## config.mk

```make
export PLATFORM = sky130hd
export DESIGN_NAME = rxc_parse
export DESIGN_NICKNAME = d
export VERILOG_FILES = /design/src/rtl/rxc_pkg.sv /design/src/rtl/rxc_parse.sv
export SDC_FILE = /design/constraint.sdc
export NUM_CORES = 2
export LEC_CHECK = 0
export BUFFER_PORTS_ARGS = -buffer_cell sky130_fd_sc_hd__clkbuf_2
export CAP_MARGIN = 0
export CORE_ASPECT_RATIO = 1.25
export CORE_UTILIZATION = 55
export CTS_CLUSTER_DIAMETER = 80
export DETAILED_ROUTE_END_ITERATION = 8
export GPL_ROUTABILITY_DRIVEN = 0
export PLACE_DENSITY = 0.71
export SLEW_MARGIN = 20
export SYNTH_ARGS = -nofsm -noshare
export SYNTH_HDL_FRONTEND = slang
export SYNTH_SLANG_ARGS = --single-unit
```

## constraint.sdc

```tcl
create_clock -name clk -period 15.15 [get_ports clk]
set_clock_uncertainty 0.1 [all_clocks]
set_input_delay 0.7575 -clock clk [delete_from_list [all_inputs] [get_ports clk]]
set_output_delay 0.7575 -clock clk [all_outputs]
set_load 0.005 [all_outputs]
```

## src/rtl/rxc_pkg.sv

```systemverilog
`timescale 1ns / 1ps
`default_nettype none
package rxc_pkg;

	localparam int unsigned MaxStrideDef  = 4096;
	localparam int unsigned MaxRecordsDef = 1024;

	localparam int unsigned COL_W  = 23;
	localparam int unsigned ROW_W  = 21;
	localparam int unsigned RWID_W = 23;
	localparam int unsigned RTOT_W = 35;
	localparam int unsigned PROD_W = 36;

	localparam logic [63:0] STRIDE_LIMIT = 64'd4 << 20;
	localparam logic [63:0] MATRIX_LIMIT = 64'd1 << 34;
	localparam logic [7:0]  VERSION_ONE  = 8'h01;

	typedef enum logic [3:0] {
		PH_MAGIC, PH_VERSION, PH_LEN, PH_COUNT, PH_STRIDE,
		PH_RECLEN, PH_MATLEN, PH_MATRIX, PH_DONE
	} phase_t;

	typedef enum logic [3:0] {
		ERR_NONE, ERR_MAGIC, ERR_VERSION, ERR_VTRUNC, ERR_VOVER, ERR_COUNT,
		ERR_STRIDE, ERR_MBOUND, ERR_LEN, ERR_SUMOVER, ERR_SUMNE, ERR_NOTMAX,
		ERR_MATLEN, ERR_MTRUNC, ERR_TRAIL, ERR_CAP
	} err_t;

	typedef struct packed {
		logic [7:0] in_byte;
		logic       in_final;
	} in_word_t;

	typedef struct packed {
		logic       out_valid;
		logic [7:0] out_byte;
		logic [3:0] error_code;
		logic       carrier_done;
	} out_word_t;

	typedef struct packed {
		logic             mat;
		logic             first;
		logic [COL_W-1:0] col;
		logic [ROW_W-1:0] row;
		logic [7:0]       mbyte;
		logic             len_we;
		logic [COL_W-1:0] len_data;
		err_t             err;
		logic             done;
	} cmd_t;

	function automatic logic [7:0] magic_byte(input logic [1:0] idx);
		logic [7:0] b;
		case (idx)
			2'd0: b = 8'h47;
			2'd1: b = 8'h30;
			2'd2: b = 8'h56;
			default: b = 8'h58;
		endcase
		return b;
	endfunction

endpackage
`default_nettype wire

```

## src/rtl/rxc_parse.sv

```systemverilog
`timescale 1ns / 1ps
`default_nettype none
module rxc_parse #(
	parameter int unsigned MAX_STRIDE  = rxc_pkg::MaxStrideDef,
	parameter int unsigned MAX_RECORDS = rxc_pkg::MaxRecordsDef
) (
	input  wire logic          clk,
	input  wire logic          arst_n,
	input  wire logic          acc,
	input  wire logic [7:0]    in_byte,
	input  wire logic          in_final,
	output rxc_pkg::cmd_t      cmd
);
	localparam int unsigned CW = $clog2(MAX_STRIDE + 1);
	localparam int unsigned RW = $clog2(MAX_RECORDS + 1);

	rxc_pkg::phase_t               phase_q, phase_n;
	rxc_pkg::err_t                 err_q, e;
	logic [1:0]                    hpos_q, hpos_n;
	logic [63:0]                   vval_q, vval_n;
	logic [3:0]                    vpos_q, vpos_n;
	logic [63:0]                   dlen_q, dlen_n;
	logic [rxc_pkg::RTOT_W-1:0]    rtot_q, rtot_n;
	logic [rxc_pkg::RWID_W-1:0]    rwid_q, rwid_n;
	logic [63:0]                   lsum_q, lsum_n;
	logic [rxc_pkg::RWID_W-1:0]    llong_q, llong_n;
	logic [rxc_pkg::PROD_W-1:0]    prod_q, prod_n;
	logic [RW-1:0]                 row_q, row_n;
	logic [CW-1:0]                 col_q, col_n;

	logic [5:0]                    sh;
	logic [63:0]                   v;
	logic                          vover;
	logic [105:0]                  term;
	logic [rxc_pkg::PROD_W:0]      psum;
	logic [rxc_pkg::PROD_W-1:0]    padd;
	logic [63:0]                   diff;

	always_comb begin
		sh    = 6'(7'(vpos_q) * 7'd7);
		v     = vval_q | (64'(in_byte[6:0]) << sh);
		vover = (vpos_q == 4'd9) && (in_byte[7:1] != 7'd0);
		term  = 106'(42'(rtot_q) * 42'(in_byte[6:0])) << sh;
		psum  = 37'(prod_q) + 37'(term[rxc_pkg::PROD_W-1:0]);
		padd  = (term[105:rxc_pkg::PROD_W] != '0 || psum[rxc_pkg::PROD_W]) ? '1
			: psum[rxc_pkg::PROD_W-1:0];
		diff  = dlen_q - lsum_q;
	end

	always_comb begin
		phase_n = phase_q;
		e       = err_q;
		hpos_n  = hpos_q;
		vval_n  = vval_q;
		vpos_n  = vpos_q;
		dlen_n  = dlen_q;
		rtot_n  = rtot_q;
		rwid_n  = rwid_q;
		lsum_n  = lsum_q;
		llong_n = llong_q;
		prod_n  = prod_q;
		row_n   = row_q;
		col_n   = col_q;
		cmd     = '0;
		if (err_q == rxc_pkg::ERR_NONE) begin
			case (phase_q)
				rxc_pkg::PH_MAGIC: begin
					if (in_byte != rxc_pkg::magic_byte(hpos_q)) begin
						e = rxc_pkg::ERR_MAGIC;
					end else begin
						hpos_n = hpos_q + 2'd1;
						if (hpos_q == 2'd3) begin
							phase_n = rxc_pkg::PH_VERSION;
						end
					end
				end
				rxc_pkg::PH_VERSION: begin
					if (in_byte != rxc_pkg::VERSION_ONE) begin
						e = rxc_pkg::ERR_VERSION;
					end else begin
						phase_n = rxc_pkg::PH_LEN;
					end
				end
				rxc_pkg::PH_LEN, rxc_pkg::PH_COUNT, rxc_pkg::PH_STRIDE,
				rxc_pkg::PH_RECLEN, rxc_pkg::PH_MATLEN: begin
					if (vover) begin
						e = rxc_pkg::ERR_VOVER;
					end else if (in_byte[7]) begin
						vval_n = v;
						vpos_n = vpos_q + 4'd1;
						if (phase_q == rxc_pkg::PH_STRIDE) begin
							prod_n = padd;
						end
					end else begin
						vval_n = '0;
						vpos_n = '0;
						case (phase_q)
							rxc_pkg::PH_LEN: begin
								dlen_n  = v;
								phase_n = rxc_pkg::PH_COUNT;
							end
							rxc_pkg::PH_COUNT: begin
								rtot_n  = (v[63:rxc_pkg::RTOT_W] != '0) ? '1
									: v[rxc_pkg::RTOT_W-1:0];
								prod_n  = '0;
								phase_n = rxc_pkg::PH_STRIDE;
							end
							rxc_pkg::PH_STRIDE: begin
								rwid_n = v[rxc_pkg::RWID_W-1:0];
								prod_n = padd;
								if (rtot_q < 35'd8) begin
									e = rxc_pkg::ERR_COUNT;
								end else if (v > rxc_pkg::STRIDE_LIMIT) begin
									e = rxc_pkg::ERR_STRIDE;
								end else if (v != 64'd0 && 64'(padd) > rxc_pkg::MATRIX_LIMIT) begin
									e = rxc_pkg::ERR_MBOUND;
								end else if (rtot_q > 35'(MAX_RECORDS)
									|| v > 64'(MAX_STRIDE)) begin
									e = rxc_pkg::ERR_CAP;
								end else begin
									row_n   = '0;
									phase_n = rxc_pkg::PH_RECLEN;
								end
							end
							rxc_pkg::PH_RECLEN: begin
								if (v > 64'(rwid_q)) begin
									e = rxc_pkg::ERR_LEN;
								end else if (v > diff) begin
									e = rxc_pkg::ERR_SUMOVER;
								end else begin
									lsum_n       = lsum_q + v;
									llong_n      = (v[rxc_pkg::RWID_W-1:0] > llong_q)
										? v[rxc_pkg::RWID_W-1:0] : llong_q;
									cmd.len_we   = 1'b1;
									cmd.row      = rxc_pkg::ROW_W'(row_q);
									cmd.len_data = rxc_pkg::COL_W'(v[rxc_pkg::RWID_W-1:0]);
									row_n        = row_q + RW'(1);
									if (35'(row_q) + 35'd1 >= rtot_q) begin
										if (v != diff) begin
											e = rxc_pkg::ERR_SUMNE;
										end else if (llong_n != rwid_q) begin
											e = rxc_pkg::ERR_NOTMAX;
										end else begin
											phase_n = rxc_pkg::PH_MATLEN;
										end
									end
								end
							end
							default: begin
								if (v != 64'(prod_q)) begin
									e = rxc_pkg::ERR_MATLEN;
								end else begin
									row_n   = '0;
									col_n   = '0;
									phase_n = (v == 64'd0) ? rxc_pkg::PH_DONE
										: rxc_pkg::PH_MATRIX;
								end
							end
						endcase
					end
				end
				rxc_pkg::PH_MATRIX: begin
					cmd.mat   = 1'b1;
					cmd.first = (row_q == '0);
					cmd.col   = rxc_pkg::COL_W'(col_q);
					cmd.row   = rxc_pkg::ROW_W'(row_q);
					cmd.mbyte = in_byte;
					col_n     = col_q + CW'(1);
					if (rxc_pkg::RWID_W'(col_q) + 23'd1 >= rwid_q) begin
						col_n = '0;
						row_n = row_q + RW'(1);
						if (35'(row_q) + 35'd1 >= rtot_q) begin
							phase_n = rxc_pkg::PH_DONE;
						end
					end
				end
				rxc_pkg::PH_DONE: begin
					e = rxc_pkg::ERR_TRAIL;
				end
				default: begin
					e = err_q;
				end
			endcase
		end
		if (in_final && e == rxc_pkg::ERR_NONE && phase_n != rxc_pkg::PH_DONE) begin
			if (phase_n == rxc_pkg::PH_MAGIC) begin
				e = rxc_pkg::ERR_MAGIC;
			end else if (phase_n == rxc_pkg::PH_MATRIX) begin
				e = rxc_pkg::ERR_MTRUNC;
			end else begin
				e = rxc_pkg::ERR_VTRUNC;
			end
		end
		cmd.err  = e;
		cmd.done = in_final;
	end

	always_ff @(posedge clk or negedge arst_n) begin
		if (!arst_n) begin
			phase_q <= rxc_pkg::PH_MAGIC;
			err_q   <= rxc_pkg::ERR_NONE;
			hpos_q  <= '0;
			vval_q  <= '0;
			vpos_q  <= '0;
			dlen_q  <= '0;
			rtot_q  <= '0;
			rwid_q  <= '0;
			lsum_q  <= '0;
			llong_q <= '0;
			prod_q  <= '0;
			row_q   <= '0;
			col_q   <= '0;
		end else if (acc) begin
			if (in_final) begin
				phase_q <= rxc_pkg::PH_MAGIC;
				err_q   <= rxc_pkg::ERR_NONE;
				hpos_q  <= '0;
				vval_q  <= '0;
				vpos_q  <= '0;
				dlen_q  <= '0;
				rtot_q  <= '0;
				rwid_q  <= '0;
				lsum_q  <= '0;
				llong_q <= '0;
				prod_q  <= '0;
				row_q   <= '0;
				col_q   <= '0;
			end else begin
				phase_q <= phase_n;
				err_q   <= e;
				hpos_q  <= hpos_n;
				vval_q  <= vval_n;
				vpos_q  <= vpos_n;
				dlen_q  <= dlen_n;
				rtot_q  <= rtot_n;
				rwid_q  <= rwid_n;
				lsum_q  <= lsum_n;
				llong_q <= llong_n;
				prod_q  <= prod_n;
				row_q   <= row_n;
				col_q   <= col_n;
			end
		end
	end
endmodule
`default_nettype wire

```

## Word level (Yosys, flattened, before mapping)

Index checks and enable logic that the tools add are counted.

- $add $sub $neg: 9
- Multipliers: 2
- $lt $le $gt $ge: 10
- Equality and inequality tests: 38
- Shifts and indexed selects: 2
- Multiplexer cells: 141
- Bitwise logic cells: 1
- Reductions and logical operators: 38

Operators by type and width:

| cell | count |
|---|---|
| 64-bit 2-to-1 mux | 19 |
| 23-bit 2-to-1 mux | 15 |
| 36-bit 2-to-1 mux | 7 |
| 35-bit 2-to-1 mux | 7 |
| 11-bit 2-to-1 mux | 17 |
| 4-bit 2-to-1 mux | 44 |
| 24-bit 2-to-1 mux | 6 |
| 42-bit by 6-bit << shifter with 106-bit output | 1 |
| 13-bit 2-to-1 mux | 7 |
| 78-bit 2-to-1 mux | 1 |
| 36-bit case mux with 2 select lines | 1 |
| 70-bit nonzero test | 1 |
| 64-bit adder | 1 |
| 64-bit by 13-bit greater-than comparator with 1-bit output (second input constant) | 1 |
| 64-bit by 23-bit greater-than comparator with 1-bit output | 1 |
| 64-bit by 23-bit greater-than comparator with 1-bit output (second input constant) | 1 |
| 64-bit greater-than comparator | 1 |
| 64-bit logical NOT | 1 |
| 64-bit by 36-bit inequality test with 1-bit output | 1 |
| 64-bit inequality test | 1 |
| 64-bit OR | 1 |
| 64-bit nonzero test | 1 |
| 7-bit by 6-bit << shifter with 64-bit output | 1 |
| 64-bit subtractor | 1 |
| 57 further kinds | 103 |

- Register bits: 347

## Depth between registers and ports, before layout

- Word-level depth: 21
- Mapped depth: 45
- Mapped depth without buffers: 41

## Least setup slack after synthesis

No wires, ideal clock.

- Kind: input -> output
- From: input port in_byte[5]
- To: output port cmd[2] (netlist name)
- Data arrival time: 10.363 ns
- Setup slack: 3.930 ns
- Stages on the path: 41
- Path buffers: 4
- Path through: clkbuf_1 -> clkbuf_1 -> clkbuf_1 -> and2_1 -> fa_1 -> fa_1 -> fa_1 -> inv_1 -> fa_1 -> inv_1 -> ha_1 -> clkbuf_1 -> nand4_1 -> nor3_1 -> a21boi_1 -> or3_1 -> a211oi_1 -> o31ai_1 -> (+5 left out) -> a21o_1 -> a21o_1 -> a21o_1 -> a21o_1 -> a21oi_1 -> nand2_1 -> or3_1 -> a31o_2 -> a21oi_1 -> xor2_1 -> nand4_1 -> or4b_2 -> nor3b_1 -> or3_1 -> o21a_1 -> o31ai_1 -> a21oi_1 -> a21o_1

RTL lines:

| what | line | source |
|---|---|---|
| from (decl) | rxc_parse.sv:10 | `input wire logic [7:0] in_byte,` |
| to (decl) | rxc_parse.sv:12 | `output rxc_pkg::cmd_t cmd` |

==> results.yml <==
status:
  status: "completed"
clock_network:
  clock_latency_ns: 0.61
  cts.repair.resized: 0
  postCtsSetupBuffers: 0
  cts_tree: "yes"
  cts_sinks: 347
  ctsHoldBuffers: 0
  cts_buffers: 40
  clkTransAtPathRegs_ns: 0.07
  cts_root_buf: "clkbuf_16"
  ctsHtreeMaxLevel: 2
  clockBufferDepth: 3
yosys:
  synth_area_leaders: "dfrtp_1 (21%), ha_1 (11%), fa_1 (8.2%)"
  synthAdderAreaFrac: 0.194
  synth_area_per_cell_um2: 7.97
  synth_cell_types: 103
  async_flop_share: 1.00
  syn_area_mm2: 0.0417
  yosys.area.top_type: "dfrtp_1"
  synth_compound_area_frac: 0.247
  yosys_warnings: 0
  synthSimpleGateAreaFrac: 0.210
  synth_mux_area_frac: 0.0208
  synth_xor_area_frac: 0.0530
  synth-edff-count: 0
  ys_seq_area_frac: 0.208
  synth_top_family_by_area: "compound AO/OA/AOI/OAI gates"
  postSynthCellCount: 5228
  synth_ff_type: "dfrtp_1"
  synth-seq-cells: 347
  synth_top_area_frac: 0.208
global_routing:
  overflow: 0
  grt_max_degree: 142
  grt_pass1_wl_um: 220000
  grt_use_total: 0.365
  first_global_vias: 39400
  antenna_found_initial: 1
layout:
  final_common_cell: "nand2_1"
  layout_common_cells: "nand2_1 (545), inv_1 (393), a21oi_1 (380), ha_1 (370), dfrtp_1 (346)"
  nets: 5696
  area_growth_pct: 5.88
  drive_gt1_frac: 0.0642
  final_cells: 6142
sta:
  finalSetupViolCount: 0
  setup_tns_ns: 0
  slew-limit-headroom: 0.219
  hold_violations: 0
  fin_crit_sh: 0.853
  rsz0062_at_grt: "no"
  period_minus_slack_ns: 12.93
  fmax_mhz: 77.4
  setup_ws_ns: 2.22
  drv_slew: 0
  worst_pin_slew_ns: 1.17
setup_path:
  crit_fanout: 28
  criticalPathCategory: "input pin to output pin"
  max_stage_delay_ns: 0.71
  cp-start-kind: "input pin"
  slowest_stage: "o31ai_1"
  worstPathArrival_ns: 12.07
  cp_top_family: "compound AO/OA/AOI/OAI gates"
  path_buf_inv: 6
  worst_setup_path_end_kind: "output pin"
  critical_path_required_ns: 14.29
floorplan:
  initial_utilization: 0.557
  die_w_um: 248
  die-height_um: 310
  ios: 95
  die_area_mm2: 0.0769
  core_area_mm2: 0.0748
  rows: 112
routing:
  first_pass_iters: 9
  vias_per_cell: 6.56
  drc: 0
  wirelength_um: 140000
  dr_total_vias: 40300
  post_drt_wl_per_cell_um: 22.8
  final_antenna_net_count: 0
  first_iter_violations: 4194
run:
  cap_violations: 0
placed_design:
  dp.cells: 6067
  io_buffer_count: 74
  dpl.hpwl_um: 104000
  post-place-ws_ns: 2.49
worst_hold_path:
  hold_class: "input pin to async pin"
layer usage:
layer	global-route usage	share of wire
met3	0.0713	0.088
met4	0.215	0.067
met5	0	0
met1	0.445	0.39
met2	0.596	0.46
synth_stat cells, drive strengths merged, types with 31 or more instances:
library cell  instances
o22ai                36
and3                 67
nand2               545
ha                  372
xor2                127
nor3                 94
nand4                87
inv                 397
nor2                344
nor4                 57
a211oi               82
nand3                91
o21ai               298
o31ai               136
dfrtp               347
a21o                176
a31oi                63
o21a                 49
clkbuf              214
o21bai               32
o211ai               35
and2                233
nor2b                55
a21oi               382
a22oi                36
fa                  171
buf                  87
nand2b               70
xnor2               125
or3                  31
cells by family (layout without fill, tap and decap cells):
logic type / after synthesis / after routing
fa+ha+maj: 544 / 544
xor+xnor: 252 / 252
flops: 347 / 347
buf+inv: 698 / 622
other cells: 1 / 22
mux: 69 / 69
simple gates: 1764 / 1764
compound gates: 1553 / 1553
path summary, 6_finish.rpt:
| path | end | start | slack [ns] | depth (start not counted) |
|---|---|---|---|---|
| worst min register to register | dlen_q[21]$_DFFE_PN0P_ | dlen_q[21]$_DFFE_PN0P_ | 0.38 | 2 |
| worst max-delay path | cmd[4] | in_byte[1] | 2.22 | 41 |
| worst min-delay path | dlen_q[6]$_DFFE_PN0P_ | arst_n | 0.08 | 1 |
| min in group clk | dlen_q[21]$_DFFE_PN0P_ | dlen_q[21]$_DFFE_PN0P_ | 0.38 | 2 |
| max in group asynchronous | prod_q[35]$_DFFE_PN0P_ | arst_n | 12.93 | 3 |
| worst max register to register | row_q[0]$_DFFE_PN0P_ | rtot_q[0]$_DFFE_PN0P_ | 3.77 | 37 |
layout make-up:
cell class	instances	area [µm²]
flip-flops and latches	347	8680
multi-input cells	4202	30400
well taps	969	1210
inverters	397	1490
repair buffers	153	1020
fillers	6922	30700
clock buffers	49	1080
clock inverters	23	238
diodes	2	5.00
stage by stage:
step                area [µm²]   util  hold slack, ns
floorplan                41700      -           0.349
global route             44100  0.589           0.149
global placement         42800  0.571           0.362
finish                   44100  0.589          0.0835
CTS                      44100  0.589           0.102
detailed placement       42800  0.571           0.371
registers in the layout, indices dropped and copies added (netlist names):
name,flops
rtot_q,35
rwid_q,23
hpos_q,2
prod_q,36
lsum_q,64
row_q,11
vval_q,64
llong_q,23
phase_q,4
col_q,13
dlen_q,64
err_q,4
vpos_q,4
Power is not shown: default switching activity piles up to over one toggle a cycle in this logic, so the estimate is an artifact.
